$ cat src/hdl/ddo_pkg.sv
// ----------------------------------------------------------------------------
// ddo_pkg
// Shared types, constants and tables for the differential drive odometry block.
// ----------------------------------------------------------------------------
package ddo_pkg;

  // Fixed point constants, Q16.16
  localparam int CORDIC_STEPS_DEF = 16;
  localparam int PI_Q             = 205887;
  localparam int HALF_PI_Q        = 102944;
  localparam int TWO_PI_Q         = 411775;
  localparam int CORDIC_GAIN      = 39797;

  // Shared unit widths
  localparam int CW   = 36;   // CORDIC datapath
  localparam int MAW  = 36;   // multiplier operand a
  localparam int MBW  = 18;   // multiplier operand b
  localparam int MPW  = MAW + MBW;

  // Bias that keeps the heading positive during the modulo sweep
  localparam int          RED_W    = 34;
  localparam int          RED_TOP  = 14;
  localparam logic [33:0] RED_BIAS = 34'(longint'(TWO_PI_Q) * 64'd8192);

  // Reset values of registers
  localparam logic [23:0] DPT_RST        = 24'd65536;
  localparam logic [23:0] HALF_TRACK_RST = 24'd8388608;

  // Register indexes
  localparam int          CFG_AW             = 3;
  localparam logic [2:0]  REG_DIST_PER_TICK  = 3'd0;
  localparam logic [2:0]  REG_HEADING_OFFSET = 3'd1;
  localparam logic [2:0]  REG_BASE_X         = 3'd2;
  localparam logic [2:0]  REG_BASE_Y         = 3'd3;
  localparam logic [2:0]  REG_HALF_TRACK     = 3'd4;

  typedef struct packed {
    logic signed [15:0] left_ticks;
    logic signed [15:0] right_ticks;
  } in_item_t;

  typedef struct packed {
    logic signed [31:0] center_x;
    logic signed [31:0] center_y;
    logic signed [31:0] heading;
    logic        [31:0] base_distance;
  } out_item_t;

  // Request to the CORDIC unit
  typedef struct packed {
    logic                 start;
    logic                 vec_mode;
    logic signed [CW-1:0] x0;
    logic signed [CW-1:0] y0;
    logic signed [CW-1:0] z0;
  } cordic_req_t;

  typedef enum logic [4:0] {
    ST_IDLE,
    ST_REDUCE,
    ST_ROT_START,
    ST_ROT_WAIT,
    ST_WHEEL,
    ST_VEC_START,
    ST_VEC_WAIT,
    ST_TURN_MUL,
    ST_TURN_POS,
    ST_TURN_SEL,
    ST_ORI_MUL,
    ST_ORI,
    ST_SQ,
    ST_SQRT_START,
    ST_SQRT_WAIT,
    ST_DONE
  } state_t;

  // atan(2^-i) in Q16.16
  function automatic logic [15:0] atan_q(input logic [4:0] idx);
    logic [15:0] v;
    case (idx)
      5'd0:    v = 16'd51472;
      5'd1:    v = 16'd30385;
      5'd2:    v = 16'd16055;
      5'd3:    v = 16'd8150;
      5'd4:    v = 16'd4091;
      5'd5:    v = 16'd2047;
      5'd6:    v = 16'd1024;
      5'd7:    v = 16'd512;
      5'd8:    v = 16'd256;
      5'd9:    v = 16'd128;
      5'd10:   v = 16'd64;
      5'd11:   v = 16'd32;
      5'd12:   v = 16'd16;
      5'd13:   v = 16'd8;
      5'd14:   v = 16'd4;
      5'd15:   v = 16'd2;
      5'd16:   v = 16'd1;
      default: v = 16'd0;
    endcase
    return v;
  endfunction

endpackage

$ cat src/hdl/ddo_mul.sv
// ----------------------------------------------------------------------------
// ddo_mul
// Shared signed multiplier with a registered product.
// ----------------------------------------------------------------------------
module ddo_mul (
  input  logic                               clk,
  input  logic signed [ddo_pkg::MAW-1:0]     a,
  input  logic signed [ddo_pkg::MBW-1:0]     b,
  output logic signed [ddo_pkg::MPW-1:0]     prod
);

  // one product per cycle, valid the cycle after the operands
  always_ff @(posedge clk) begin
    prod <= ddo_pkg::MPW'(a) * ddo_pkg::MPW'(b);
  end

endmodule

$ cat config.mk
export PLATFORM = sky130hd
export DESIGN_NAME = ddo_mul
export DESIGN_NICKNAME = d
export VERILOG_FILES = /design/src/hdl/ddo_pkg.sv /design/src/hdl/ddo_mul.sv
export SDC_FILE = /design/constraint.sdc
export NUM_CORES = 2
export LEC_CHECK = 0
export BUFFER_PORTS_ARGS = -buffer_cell sky130_fd_sc_hd__buf_2
export CELL_PAD_IN_SITES_DETAIL_PLACEMENT = 2
export CELL_PAD_IN_SITES_GLOBAL_PLACEMENT = 2
export CORE_MARGIN = 3
export CORE_UTILIZATION = 45
export DETAILED_ROUTE_END_ITERATION = 8
export GPL_TIMING_DRIVEN = 0
export PLACE_DENSITY_LB_ADDON = 0.1
export SETUP_SLACK_MARGIN = 0.5
export SYNTH_ARGS = -nofsm -noshare
export SYNTH_HDL_FRONTEND = slang
export SYNTH_SLANG_ARGS = --single-unit
$ cat constraint.sdc
create_clock -name clk -period 13.43 [get_ports clk]
set_clock_uncertainty 0.05 [all_clocks]
set_input_delay 2.686 -clock clk [delete_from_list [all_inputs] [get_ports clk]]
set_output_delay 2.686 -clock clk [all_outputs]
set_load 0.01 [all_outputs]
==> metrics.cfg <==
[sta]
worstMarginPinSlew_ns=1.23
rsz0062_at_grt=no
slew_headroom=0.179
fmax_ghz=0.0968
finalHoldViolCount=0
fin_tns_setup_ns=0
period_share=0.769
finalCriticalPeriod_ns=10.33
setup_violations=0
timing.hold.ws_ns=2.66
slew_viol_final=0

[routing]
viasPerCell=5.45
drc=0
vias=18400
firstDrtPassIters=5
routed_wirelength_um=91000
wl_per_cell_um=27.0
drt_iter0_drc=969
detail-route-antenna-nets=0

[final_layout]
drive_above_1_share=0.0408
layout_common_cells=inv_1, fa_1, nand2_1
final_cell_count_no_fill=3366
top_regs=prod (54)
largest_reg_flops=54
final_common_cell=inv_1
final_nets=3493
fillCellCount=5599
syn2layout_area_growth_pct=6.07
largest_register=prod

[placed_design]
placed_cells=3356
hpwl_um=77800
place_congestion=0.920
port_buffers=83

[floorplanning]
die_h_um=234
die_x_um=234
boundaryPins=109
dieArea_sq_um=54700
coreArea_sq_um=50700
start_util=0.461
rows=82

[synthesis]
ys_warn_count=0
synthTopCellsByArea=fa_1, inv_1, and2_1
syn_area_sq_um=23400
yosysSeqAreaShare=0.0463
synth_seq_cells=54
synth_top_area_frac=0.528
async_flop_share=0
syn_nets=3402
yosys.area.top_type=fa_1
yosysUniqueCellTypes=57
syn_inst=2601
synth-edff-count=0
syn_avg_cell_area_sq_um=8.99
synth_ff_type=dfxtp_1

[run]
maxCapViolations=0

[global_route]
grt_pass1_wl_um=139000
grt_max_degree=17
track_usage=0.348
grt_antenna_before_repair=4
grt_pass1_vias=22700
grt-ovfl-total=0

[cts]
clkSinkCount=54
cts_root_buf=clkbuf_16
cts_hold_buf=0
cts.reportedPaths.clkPinSlew_ns=0.09
cts_max_level=2
cts_setup_buffers=0
cts_buffers=5
clockBufferDepth=2
post_cts_resized=0
cts_tree=done

[critical_path]
path_depth=21
critPathMostFrequentCell=fa_1
max_stage_delay_ns=0.96
path_cells=clkbuf_1, clkbuf_1, nand2_1, fa_1, fa_1, fa_1, inv_1, fa_1, fa_1, inv_1, fa_1, inv_1, ha_1, a21oi_1, o21ai_0, a31oi_1, nor2b_1, a221oi_2, a21oi_2, a211oi_1, xnor2_1
cp_slowest_cell=clkbuf_1
worst-path-max-fanout=10
cp-end-kind=register
startpoint=b[4]
start_kind=primary input
critical-path-top-delay-family=adder cells
critPathArrivalTime_ns=10.55
critPathRequiredTime_ns=13.65
cp-endpoint=prod[47]
worst-setup-path-type=in -> reg
path_buf_inv=5

[outcome]
status=finished clean

[hold_path]
hp-class=in -> reg

-- metrics by stage --
stage | utilization | area, sq um | worst slack [ns]
6_report | 0.489 | 24800 | 3.10
5_1_grt | 0.489 | 24800 | 2.61
4_1_cts | 0.489 | 24800 | 2.81
3_5_place_dp | 0.486 | 24600 | 2.45
3_3_place_gp | 0.486 | 24600 | 2.73
2_1_floorplan | - | 23400 | 4.91
-- cells in the mapped netlist, drive strengths merged (5+ instances only) --
cell type,number
ha,129
inv,693
and2,258
and3,5
a211o,5
o21ai,27
a21o,26
nand2,386
o21bai,7
nand3,13
xor2,11
o21a,5
xnor2,40
nor2b,8
nor2,61
a211oi,13
nand4,10
dfxtp,54
clkbuf,126
nor3,6
fa,617
a21oi,44
nand2b,12
-- per-layer routing --
layer  routed length (um)  track usage
met4                 4540        0.148
met5                   62            0
met3                 4990       0.0539
met1                34000        0.405
met2                47400        0.637
-- how the worst min path moves through the flow --
| stage | from | endpoint | slack [ns] | cells after the start |
|---|---|---|---|---|
| 4_1_cts | a[0] | prod[0] | 2.65 | 2 |
| 3_5_place_dp | a[0] | prod[0] | 3.01 | 2 |
| 6_report | a[0] | prod[0] | 2.66 | 2 |
| 5_1_grt | a[0] | prod[0] | 2.67 | 2 |
| 3_3_place_gp | a[0] | prod[0] | 3.01 | 2 |
| 2_1_floorplan | a[0] | prod[0] | 2.76 | 1 |
-- cells by family (layout without fill, tap and decap cells) --
group           Yosys count  after routing  share of synthesized area
buf+inv                 822            914                      0.132
simple gates            773            773                      0.160
fa+ha+maj               746            746                      0.598
compound gates          154            154                     0.0444
flops                    54             54                     0.0463
xor+xnor                 51             51                     0.0191
mux                       1              1                   0.000482
other cells               0              1                          0
-- final cells by class --
class,count,area (sq um),share of cell area
Multi-Input combinational cell,1725,19200,0.775
Inverter,693,2600,0.105
Sequential cell,54,1080,0.0436
Tap cell,672,841,0.0339
Buffer,129,488,0.0197
Timing Repair Buffer,84,423,0.0171
Clock buffer,6,139,0.00560
Clock inverter,2,12.5,0.000505
Antenna cell,1,2.50,0.000101
Power is left out: the tool's default activity adds up to more than one toggle a clock period on the data nets, which glitch-free logic cannot reach.
