## config.mk

```make
export PLATFORM = sky130hd
export DESIGN_NAME = ddo_cordic
export DESIGN_NICKNAME = d
export VERILOG_FILES = /design/src/hdl/ddo_pkg.sv /design/src/hdl/ddo_cordic.sv
export SDC_FILE = /design/constraint.sdc
export NUM_CORES = 1
export LEC_CHECK = 0
export ABC_AREA = 1
export BUFFER_PORTS_ARGS = -buffer_cell sky130_fd_sc_hd__buf_4
export CORE_AREA = 2 2 281 255
export CTS_BUF_LIST = sky130_fd_sc_hd__clkbuf_2
export CTS_CLUSTER_DIAMETER = 80
export CTS_CLUSTER_SIZE = 10
export DETAILED_ROUTE_END_ITERATION = 8
export DIE_AREA = 0 0 283 257
export GPL_TIMING_DRIVEN = 0
export SYNTH_ARGS = -nofsm -noshare
export SYNTH_HDL_FRONTEND = slang
export SYNTH_SLANG_ARGS = --single-unit
```

## constraint.sdc

```tcl
create_clock -name clk -period 7.3 [get_ports clk]
set_input_delay 1.46 -clock clk [delete_from_list [all_inputs] [get_ports clk]]
set_output_delay 1.46 -clock clk [all_outputs]
set_load 0.005 [all_outputs]
```

## src/hdl/ddo_pkg.sv

```systemverilog
// ----------------------------------------------------------------------------
// ddo_pkg
// Shared types, constants and tables for the differential drive odometry block.
// ----------------------------------------------------------------------------
package ddo_pkg;

  // Fixed point constants, Q16.16
  localparam int CORDIC_STEPS_DEF = 16;
  localparam int PI_Q             = 205887;
  localparam int HALF_PI_Q        = 102944;
  localparam int TWO_PI_Q         = 411775;
  localparam int CORDIC_GAIN      = 39797;

  // Shared unit widths
  localparam int CW   = 36;   // CORDIC datapath
  localparam int MAW  = 36;   // multiplier operand a
  localparam int MBW  = 18;   // multiplier operand b
  localparam int MPW  = MAW + MBW;

  // Bias that keeps the heading positive during the modulo sweep
  localparam int          RED_W    = 34;
  localparam int          RED_TOP  = 14;
  localparam logic [33:0] RED_BIAS = 34'(longint'(TWO_PI_Q) * 64'd8192);

  // Reset values of registers
  localparam logic [23:0] DPT_RST        = 24'd65536;
  localparam logic [23:0] HALF_TRACK_RST = 24'd8388608;

  // Register indexes
  localparam int          CFG_AW             = 3;
  localparam logic [2:0]  REG_DIST_PER_TICK  = 3'd0;
  localparam logic [2:0]  REG_HEADING_OFFSET = 3'd1;
  localparam logic [2:0]  REG_BASE_X         = 3'd2;
  localparam logic [2:0]  REG_BASE_Y         = 3'd3;
  localparam logic [2:0]  REG_HALF_TRACK     = 3'd4;

  typedef struct packed {
    logic signed [15:0] left_ticks;
    logic signed [15:0] right_ticks;
  } in_item_t;

  typedef struct packed {
    logic signed [31:0] center_x;
    logic signed [31:0] center_y;
    logic signed [31:0] heading;
    logic        [31:0] base_distance;
  } out_item_t;

  // Request to the CORDIC unit
  typedef struct packed {
    logic                 start;
    logic                 vec_mode;
    logic signed [CW-1:0] x0;
    logic signed [CW-1:0] y0;
    logic signed [CW-1:0] z0;
  } cordic_req_t;

  typedef enum logic [4:0] {
    ST_IDLE,
    ST_REDUCE,
    ST_ROT_START,
    ST_ROT_WAIT,
    ST_WHEEL,
    ST_VEC_START,
    ST_VEC_WAIT,
    ST_TURN_MUL,
    ST_TURN_POS,
    ST_TURN_SEL,
    ST_ORI_MUL,
    ST_ORI,
    ST_SQ,
    ST_SQRT_START,
    ST_SQRT_WAIT,
    ST_DONE
  } state_t;

  // atan(2^-i) in Q16.16
  function automatic logic [15:0] atan_q(input logic [4:0] idx);
    logic [15:0] v;
    case (idx)
      5'd0:    v = 16'd51472;
      5'd1:    v = 16'd30385;
      5'd2:    v = 16'd16055;
      5'd3:    v = 16'd8150;
      5'd4:    v = 16'd4091;
      5'd5:    v = 16'd2047;
      5'd6:    v = 16'd1024;
      5'd7:    v = 16'd512;
      5'd8:    v = 16'd256;
      5'd9:    v = 16'd128;
      5'd10:   v = 16'd64;
      5'd11:   v = 16'd32;
      5'd12:   v = 16'd16;
      5'd13:   v = 16'd8;
      5'd14:   v = 16'd4;
      5'd15:   v = 16'd2;
      5'd16:   v = 16'd1;
      default: v = 16'd0;
    endcase
    return v;
  endfunction

endpackage

```

## src/hdl/ddo_cordic.sv

```systemverilog
// ----------------------------------------------------------------------------
// ddo_cordic
// Iterative CORDIC, one micro-rotation per cycle, rotation or vectoring mode.
// ----------------------------------------------------------------------------
module ddo_cordic #(
  parameter int STEPS = ddo_pkg::CORDIC_STEPS_DEF
) (
  input  logic                           clk,
  input  logic                           rst,
  input  ddo_pkg::cordic_req_t           req,
  output logic signed [ddo_pkg::CW-1:0]  x,
  output logic signed [ddo_pkg::CW-1:0]  y,
  output logic signed [ddo_pkg::CW-1:0]  z,
  output logic                           done
);

  localparam int IW = $clog2(STEPS);

  logic          busy;
  logic          vec;
  logic [IW-1:0] it;
  logic signed [ddo_pkg::CW-1:0] xs, ys, at;
  logic          dir_pos;

  // shifted terms and direction of this step
  always_comb begin
    xs      = x >>> it;
    ys      = y >>> it;
    at      = ddo_pkg::CW'(ddo_pkg::atan_q(5'(it)));
    dir_pos = vec ? (y >= 0) : (z >= 0);
  end

  always_ff @(posedge clk) begin
    if (rst) begin
      busy <= 1'b0;
      done <= 1'b0;
      it   <= '0;
    end else begin
      done <= 1'b0;
      if (req.start) begin
        busy <= 1'b1;
        vec  <= req.vec_mode;
        it   <= '0;
        x    <= req.x0;
        y    <= req.y0;
        z    <= req.z0;
      end else if (busy) begin
        if (vec) begin
          if (dir_pos) begin
            x <= x + ys;
            y <= y - xs;
            z <= z + at;
          end else begin
            x <= x - ys;
            y <= y + xs;
            z <= z - at;
          end
        end else begin
          if (dir_pos) begin
            x <= x - ys;
            y <= y + xs;
            z <= z - at;
          end else begin
            x <= x + ys;
            y <= y - xs;
            z <= z + at;
          end
        end
        if (it == IW'(STEPS - 1)) begin
          busy <= 1'b0;
          done <= 1'b1;
        end else begin
          it <= it + 1'b1;
        end
      end
    end
  end

endmodule

```

==> qor_table.md, run 1 <==
| Metric | This run |
|:---|:---|
| Die height | 257 um |
| Setup fix buffers added after clock tree synthesis | 0 |
| Clk slew on worst S/H paths | 310 ps |
| Number of antenna-violating nets in the routed design | 0 |
| Portion of synthesized cell area occupied by the leading cell type | 22.42% |
| Clk sinks | 131 |
| Minimum clock period after layout | 4910 ps |
| Clock root cell | sky130_fd_sc_hd__clkbuf_2 |
| CP Launch Type | flip-flop |
| Cell taking the most area after synthesis | sky130_fd_sc_hd__nand2_1 |
| Type of the setup path with the least slack | reg -> reg |
| Mux share of post-synthesis cell area | 1.040% |
| Worst hold path startpoint | rst |
| Wire length of the first global-routing pass | 165900 um |
| Tot GR Track Use | 30.52% |
| Fraction of the mapped netlist area in compound gates | 15.80% |
| Register-to-Register Setup Slack | 2390 ps |
| Pin count of the biggest net entering global routing | 30 |
| Biggest fanout along the worst timing path | 10 |
| Main combinational cell family by area after synthesis | simple AND/OR/NAND/NOR gates |
| Vias per Instance | 5.412 |
| HPWL after detailed placement | 93080 um |
| Required time of the critical path | 8180 ps |
| Initial Utilization | 31.79% |
| Final number of max-transition violations | 11 |
| Ys async rst share | 0% |
| Timing-limited maximum frequency | 0.2037 GHz |
| Antenna violations before repair | 5 |
| Pre-CTS setup slack | 2448 ps |
| Endpoint, Worst Hold | busy |
| Core Rows | 92 |
| Clock Latency Late Sink | 1190 ps |
| GRT Residual Overflow | 0 |
| Worst hold path type | in -> reg |
| Violation count after the first detailed-routing iteration | 3501 |
| Worst IR drop on VDD | 80.04 uV |
| Count of placed standard cells including taps | 5126 |
| Number of top-level pins | 221 |
| Hold path depth | 2 |
| Clock tree skew after final layout | 96.39 ps |
| Routed wirelength normalized by instance count | 22.14 um |
| Number of buffer cells added on primary ports | 220 |
| TritonCTS clock tree | yes |
| Min Hold Slack | 464.7 ps |
| Leading cell types by total area after synthesis | sky130_fd_sc_hd__nand2_1 22%, sky130_fd_sc_hd__edfxtp_1 15%, sky130_fd_sc_hd__ha_1 11% |
| Violations in the final reports | capacitance limit, slew limit |
| Reg2reg start | it[1] |
| Setup repair after global routing missed its margin | false |
| Number of nets at the end of the flow | 4514 |
| Layout cells sized above 1 | 8.819% |
| Largest buffer count on any clock path | 2 |
| Final Hold Fails | 0 |
| Final clock period utilization by the worst path | 67.25% |
| Area share of fa/ha/maj cells after synthesis | 11.34% |
| Synth Area in XOR/XNOR | 0.1187% |
| Depth of the worst register-to-register path | 21 |
| Post-synthesis cell type count | 56 |
| Cts hold-fix bufs | 0 |
| Sequential share of the synthesized area | 16.78% |
| Result of the run | finished with violations |
| Primary flip-flop cell chosen by synthesis mapping | sky130_fd_sc_hd__edfxtp_1 |
| Final Setup Violations | 0 |
| Final Wtd Congestion | 1.018 |
| # DRC | 0 |
| Number of detailed-routing iterations run before antenna repair | 7 |
| Max-cap violation count | 1 |
| Warnings, synthesis | 0 |
| Synthesized flop and latch total | 131 |
| Gates resized, CTS repair | 0 |
| Net count of the mapped netlist | 4271 |
| Power Dens Cells | 194.9 nW/um2 |
| Lkg Pwr | 0.01298 uW |
| Routed vias | 27944 |
| Slack of the critical path | 2390 ps |
| Die outline width | 283 um |
| Critical path endpoint category | flip-flop |
| Std-Cell Core Area | 69640 um2 |
| Endpoint of the worst-slack reg-to-reg timing path | y[35] |
| Simple-gate area share of the yosys netlist | 43.00% |
| Via count of the first global-routing pass | 25882 |
| TritonCTS Buffers | 17 |
| Max_slew headroom | -10.06% |
| H-tree level count | 4 |
| Synth Instances | 3962 |
| Drt total wl | 114300 um |
| Combined area of all synthesized cells | 22140 um2 |
| Number of flops mapped to enable cells by yosys | 109 |
| Mean cell area of the mapped netlist | 5.587 um2 |
| Final Non-Filler Cells | 5163 |
| Worst-margin pin slew | 1651 ps |
| Die Footprint | 72730 um2 |
| Data arrival at the endpoint of the critical path | 5790 ps |
| Area growth from synthesis to final layout | 14.34% |
## flip-flops by register name, indices dropped and copies added, names as in the netlist
| register | flops |
|---|---|
| busy | 1 |
| done | 1 |
| vec | 1 |
| at | 16 |
| it | 4 |
| z | 36 |
| x | 36 |
| y | 36 |
## how the worst max path moves through the flow
stage                        start     to  slack (ps)  cells past startpoint
after floorplan           req[109]   x[0]        1550                      5
final                        it[1]  y[35]        2390                     21
after global routing         it[1]  y[35]        2220                     21
after global placement    req[109]  x[31]       -1990                      6
after detailed placement  req[109]  x[32]        2450                      8
after CTS                    it[1]  y[35]        2610                     21
## layout by cell type, fill, tap and decap left out, types with 9 or more instances in the layout
master	netlist	layout
sky130_fd_sc_hd__a21o_1	10	10
sky130_fd_sc_hd__a21oi_1	235	234
sky130_fd_sc_hd__a31oi_1	25	25
sky130_fd_sc_hd__and2_1	17	17
sky130_fd_sc_hd__buf_1	22	21
sky130_fd_sc_hd__buf_2	52	53
sky130_fd_sc_hd__buf_4	3	223
sky130_fd_sc_hd__clkbuf_1	36	36
sky130_fd_sc_hd__clkbuf_2	9	26
sky130_fd_sc_hd__dfxtp_1	22	22
sky130_fd_sc_hd__edfxtp_1	109	109
sky130_fd_sc_hd__ha_1	191	191
sky130_fd_sc_hd__inv_1	522	522
sky130_fd_sc_hd__inv_2	9	9
sky130_fd_sc_hd__mux2i_1	23	23
sky130_fd_sc_hd__nand2_1	1322	1322
sky130_fd_sc_hd__nand3_1	395	395
sky130_fd_sc_hd__nand3b_1	11	11
sky130_fd_sc_hd__nand4_1	40	40
sky130_fd_sc_hd__nor2_1	428	428
sky130_fd_sc_hd__nor3_1	52	52
sky130_fd_sc_hd__nor4_1	11	11
sky130_fd_sc_hd__o211ai_1	18	18
sky130_fd_sc_hd__o21a_1	11	11
sky130_fd_sc_hd__o21ai_0	269	269
sky130_fd_sc_hd__o21ai_1	27	27
sky130_fd_sc_hd__o21bai_1	20	20
sky130_fd_sc_hd__or2_2	9	9
## cells by family (layout without fill, tap and decap cells)
kind of cell | count (synthesis) | after routing
and+or+nand+nor | 2304 | 2304
buffers and inverters | 663 | 919
AOI/OAI and AO/OA | 641 | 641
adders and majority gates | 197 | 197
DFF | 131 | 131
muxes | 23 | 23
xor gates and xnor gates | 3 | 3
other | 0 | 5
## final cells by class
cell class	count	area [um2]
antenna	5	12.51
buffer	130	636.9
clock buffer	17	85.08
clock inverter	15	156.4
fill	8001	44330
inverter	533	2003
multi-input combinational	3168	15800
sequential	131	3714
tap	940	1176
timing repair buffer	224	1732
## cell usage after synthesis (22+ instances only)
master / instances
sky130_fd_sc_hd__nand4_1: 40
sky130_fd_sc_hd__nand3_1: 395
sky130_fd_sc_hd__a31oi_1: 25
sky130_fd_sc_hd__clkbuf_1: 36
sky130_fd_sc_hd__buf_2: 52
sky130_fd_sc_hd__buf_1: 22
sky130_fd_sc_hd__inv_1: 522
sky130_fd_sc_hd__o21ai_0: 269
sky130_fd_sc_hd__mux2i_1: 23
sky130_fd_sc_hd__edfxtp_1: 109
sky130_fd_sc_hd__a21oi_1: 235
sky130_fd_sc_hd__ha_1: 191
sky130_fd_sc_hd__dfxtp_1: 22
sky130_fd_sc_hd__nand2_1: 1322
sky130_fd_sc_hd__o21ai_1: 27
sky130_fd_sc_hd__nor3_1: 52
sky130_fd_sc_hd__nor2_1: 428
## critical path: stages, from the launching register on
cell and delay [ps]:
sky130_fd_sc_hd__dfxtp_1 390, sky130_fd_sc_hd__buf_2 190, sky130_fd_sc_hd__inv_2 110, sky130_fd_sc_hd__clkbuf_1 590
sky130_fd_sc_hd__o21ai_0 310, sky130_fd_sc_hd__o21ai_0 490, sky130_fd_sc_hd__nand2_1 90, sky130_fd_sc_hd__a21boi_1 200
sky130_fd_sc_hd__ha_1 480, sky130_fd_sc_hd__nand2_1 120, sky130_fd_sc_hd__inv_1 80, sky130_fd_sc_hd__nand2_1 110
sky130_fd_sc_hd__nor2_1 300, sky130_fd_sc_hd__nand4_1 210, sky130_fd_sc_hd__nand3b_1 220, sky130_fd_sc_hd__nand2_1 70
sky130_fd_sc_hd__nand2_1 200, sky130_fd_sc_hd__nand2_1 160, sky130_fd_sc_hd__nand2_1 100, sky130_fd_sc_hd__nand2_1 50
sky130_fd_sc_hd__nand3_1 60, sky130_fd_sc_hd__nand2_1 60
## where the power goes
part	internal, uW	total (uW)	switching (uW)	leakage, uW
registers	918	1080	158	0.00122
logic	979	3270	2300	0.0116
clock network	145	584	439	0.000155
## routing by layer
metal	up-vias	global-route usage [%]	wire [um]
li1	13325	-	-
met1	13049	41.09	49720
met2	1359	48.08	49600
met3	211	5.523	10540
met4	0	12.19	4422
met5	-	0	0
## metrics by stage
stage	TNS, ps	utilization, %	area (um2)	total power [uW]
6_report	0	36.34	25310	4934
5_1_grt	0	36.34	25310	5287
4_1_cts	0	36.33	25300	4842
3_5_place_dp	0	35.98	25060	4242
3_3_place_gp	-213330	35.85	24970	4237
2_1_floorplan	0	-	22140	3074
Note: power is estimated with default switching activity, not from simulation.
==> run 2: changes to the inputs <==
==> constraint.sdc (replaced) <==
create_clock -name clk -period 4 [get_ports clk]
set_input_delay 0.8 -clock clk [delete_from_list [all_inputs] [get_ports clk]]
set_output_delay 0.8 -clock clk [all_outputs]
set_load 0.005 [all_outputs]
==> qor_table.md, run 2 (synthesized netlist as in run 1, its figures left out) <==
| Metric | This run | vs previous |
|:---|:---|:---|
| Vias per Instance | 5.369 | -0.81% |
| Data arrival at the endpoint of the critical path | 4860 ps | -930 ps |
| Most used cells in the layout excluding fill and tap cells | 1282 x sky130_fd_sc_hd__nand2_1, 511 x sky130_fd_sc_hd__inv_1, 392 x sky130_fd_sc_hd__nor2_1 |  |
| Number of antenna-violating nets in the routed design | 0 | unchanged |
| # DRC | 0 | unchanged |
| Max_slew headroom | -12.71% | -2.7 points |
| Violations in the final reports | capacitance limit, slew limit |  |
| Worst-margin pin slew | 1691 ps | +39.80 ps |
| Count of placed standard cells including taps | 5127 | +0.020% |
| Required time of the critical path | 4940 ps | -3240 ps |
| GRT Residual Overflow | 0 | unchanged |
| Routed wirelength normalized by instance count | 21.59 um | -2.4% |
| Net switching power figure | 5520 uW | +91% |
| Lkg Pwr | 0.01382 uW | +6.5% |
| Final clock period utilization by the worst path | 97.95% | +31 points |
| Clock root cell | sky130_fd_sc_hd__clkbuf_2 |  |
| Biggest fanout along the worst timing path | 10 | unchanged |
| Final Hold Fails | 0 | unchanged |
| Die outline width | 283 um | unchanged |
| Type of the setup path with the least slack | reg -> reg |  |
| Final Non-Filler Cells | 5305 | +2.8% |
| Via count of the first global-routing pass | 26763 | +3.4% |
| GRT met3 Usage | 5.098% | -0.43 points |
| Crit path max-delay family | simple AND/OR/NAND/NOR gates |  |
| Critical path's slowest cell | sky130_fd_sc_hd__dfxtp_2 |  |
| Count of buffering cells on the critical path with inverters included | 6 | +2 |
| Setup repair after global routing missed its margin | true |  |
| Tot GR Track Use | 30.61% | +0.088 points |
| Final Setup Violations | 0 | unchanged |
| Biggest cell delay along the critical path | 390 ps | -200 ps |
| Result of the run | finished with violations |  |
| Worst hold path startpoint | req[48] |  |
| Number of nets at the end of the flow | 4650 | +3.0% |
| Fraction of power consumed by combinational cells | 68.4% | +2.0 points |
| Final number of max-transition violations | 11 | unchanged |
| Portion of total power attributed to the clock network | 11.1% | -0.7 points |
| HPWL after detailed placement | 92820 um | -0.28% |
| Met1 routing resource usage after global routing | 41.61% | +0.52 points |
| Worst hold path type | in -> reg |  |
| Std-Cell Core Area | 69640 um2 | unchanged |
| Net switching fraction of the power | 57.41% | -1.2 points |
| Min Hold Slack | 211.3 ps | -253.4 ps |
| Critical path endpoint category | flip-flop |  |
| Final Wtd Congestion | 1.022 | +0.43% |
| Layout cells sized above 1 | 15.16% | +6.3 points |
| Most used routing layer | met2 |  |
| Clock Latency Late Sink | 1180 ps | about the same |
| Number of top-level pins | 221 | unchanged |
| Pre-CTS setup slack | -633.7 ps | -3082 ps |
| Worst IR drop on VDD | 160.1 uV | +100% |
| Die height | 257 um | unchanged |
| Core Rows | 92 | unchanged |
| Power consumption | 9615 uW | +95% |
| Antenna violations before repair | 5 | unchanged |
| Regs by FF count | x: 36 flops, y: 36 flops, z: 36 flops |  |
| Post-route core utilization | 40.02% | +3.7 points |
| Max-cap violation count | 1 | unchanged |
| Violation count after the first detailed-routing iteration | 3213 | -8.2% |
| Initial Utilization | 31.79% | unchanged |
| Setup crit start | it[0] |  |
| Cell occurring most often along the worst timing path | sky130_fd_sc_hd__nand2_1 |  |
| Minimum clock period after layout | 3918 ps | -991.4 ps |
| Wire length of the first global-routing pass | 167600 um | +1.0% |
| Die Footprint | 72730 um2 | unchanged |
| Most common cell after layout, fill and taps aside | sky130_fd_sc_hd__nand2_1 |  |
| Part of the total power dissipated in sequential elements | 20.5% | -1.3 points |
| Largest buffer count on any clock path | 2 | unchanged |
| Slack of the critical path | 81.91 ps | -2309 ps |
| Clk sinks | 131 | unchanged |
| Number of detailed-routing iterations run before antenna repair | 6 | -1 |
| Reg2reg start | it[0] |  |
| Drt total wl | 114600 um | +0.24% |
| TritonCTS Buffers | 17 | unchanged |
| TritonCTS clock tree | yes |  |
| Number of buffer cells added on primary ports | 220 | unchanged |
| H-tree level count | 4 | unchanged |
| Clock tree skew after final layout | 83.77 ps | -12.62 ps |
| Power Dens Cells | 345.0 nW/um2 | +77% |
| Pin count of the biggest net entering global routing | 30 | unchanged |
| Internal portion of total power | 4095 uW | +100% |
| Timing-limited maximum frequency | 0.2552 GHz | +25% |
| CP Launch Type | flip-flop |  |
| Routed vias | 28481 | +1.9% |
| Area growth from synthesis to final layout | 25.92% |  |
| Met2 track demand over resource in global routing | 47.99% | -0.089 points |
| Clk slew on worst S/H paths | 270 ps | -40 ps |
-- run 2: cell count changes in the layout (fill, tap and decap cells not counted), moves of 30 or more --
cell,delta
sky130_fd_sc_hd__nor2_1,-36
sky130_fd_sc_hd__o21ai_1,+37
sky130_fd_sc_hd__nand2_1,-40
sky130_fd_sc_hd__a21oi_1,-31
sky130_fd_sc_hd__dlygate4sd3_1,+110
sky130_fd_sc_hd__o21ai_2,+31
sky130_fd_sc_hd__o21ai_0,-75
sky130_fd_sc_hd__a21oi_2,+30
sky130_fd_sc_hd__nand2_2,+37
-- run 2: power by group through the flow --
| stage | Clock, uW | Sequential, uW | Combinational [uW] |
|---|---|---|---|
| 2_1_floorplan | 0 | 1850 | 3760 |
| 3_3_place_gp | 0 | 1990 | 5730 |
| 3_5_place_dp | 0 | 1980 | 5750 |
| 4_1_cts | 1100 | 1950 | 5970 |
| 5_1_grt | 1140 | 1980 | 7170 |
| 6_report | 1070 | 1970 | 6580 |
-- run 2: metrics by stage --
step                area (um2)  TNS, ps
finish                   27870        0
global route             27870   -381.1
CTS                      26780   -70.57
detailed placement       25070   -23210
global placement         24980  -269650
floorplan                22150        0
-- run 2: final timing paths --
| check | endpoint | slack [ps] | cells after the start |
|---|---|---|---|
| worst max register to register | y[29] | 80 | 25 |
| worst max-delay path | y[29] | 80 | 25 |
| worst min-delay path | y[12] | 210 | 3 |
| worst min register to register | busy | 590 | 2 |
-- run 2: layout make-up --
cell class	count	area (um2)
fill	7828	41770
multi-input combinational	3168	16850
sequential	131	3716
timing repair buffer	361	3060
inverter	533	2011
tap	940	1176
buffer	129	762.0
clock inverter	15	187.7
clock buffer	17	85.08
antenna	11	27.53
-- run 2: timing repair --
item	in CTS	in global routing
gates cloned	0	1
hold buffers	110	0
pin swaps	11	28
endpoints found under the setup margin	56	60
hold endpoints to repair	122	0
buffers inserted	8	17
resized for setup	121	302
-- run 2: worst min-delay path, cell delays in order --
cell and delay [ps]:
sky130_fd_sc_hd__buf_4 80, sky130_fd_sc_hd__nor2_1 50, sky130_fd_sc_hd__a31oi_1 240
-- run 2: layer usage --
layer / share of wire (%) / vias up
met5: 0 / -
met4: 4.1 / 0
met3: 9.0 / 221
met2: 43 / 1384
met1: 44 / 13250
li1: - / 13626
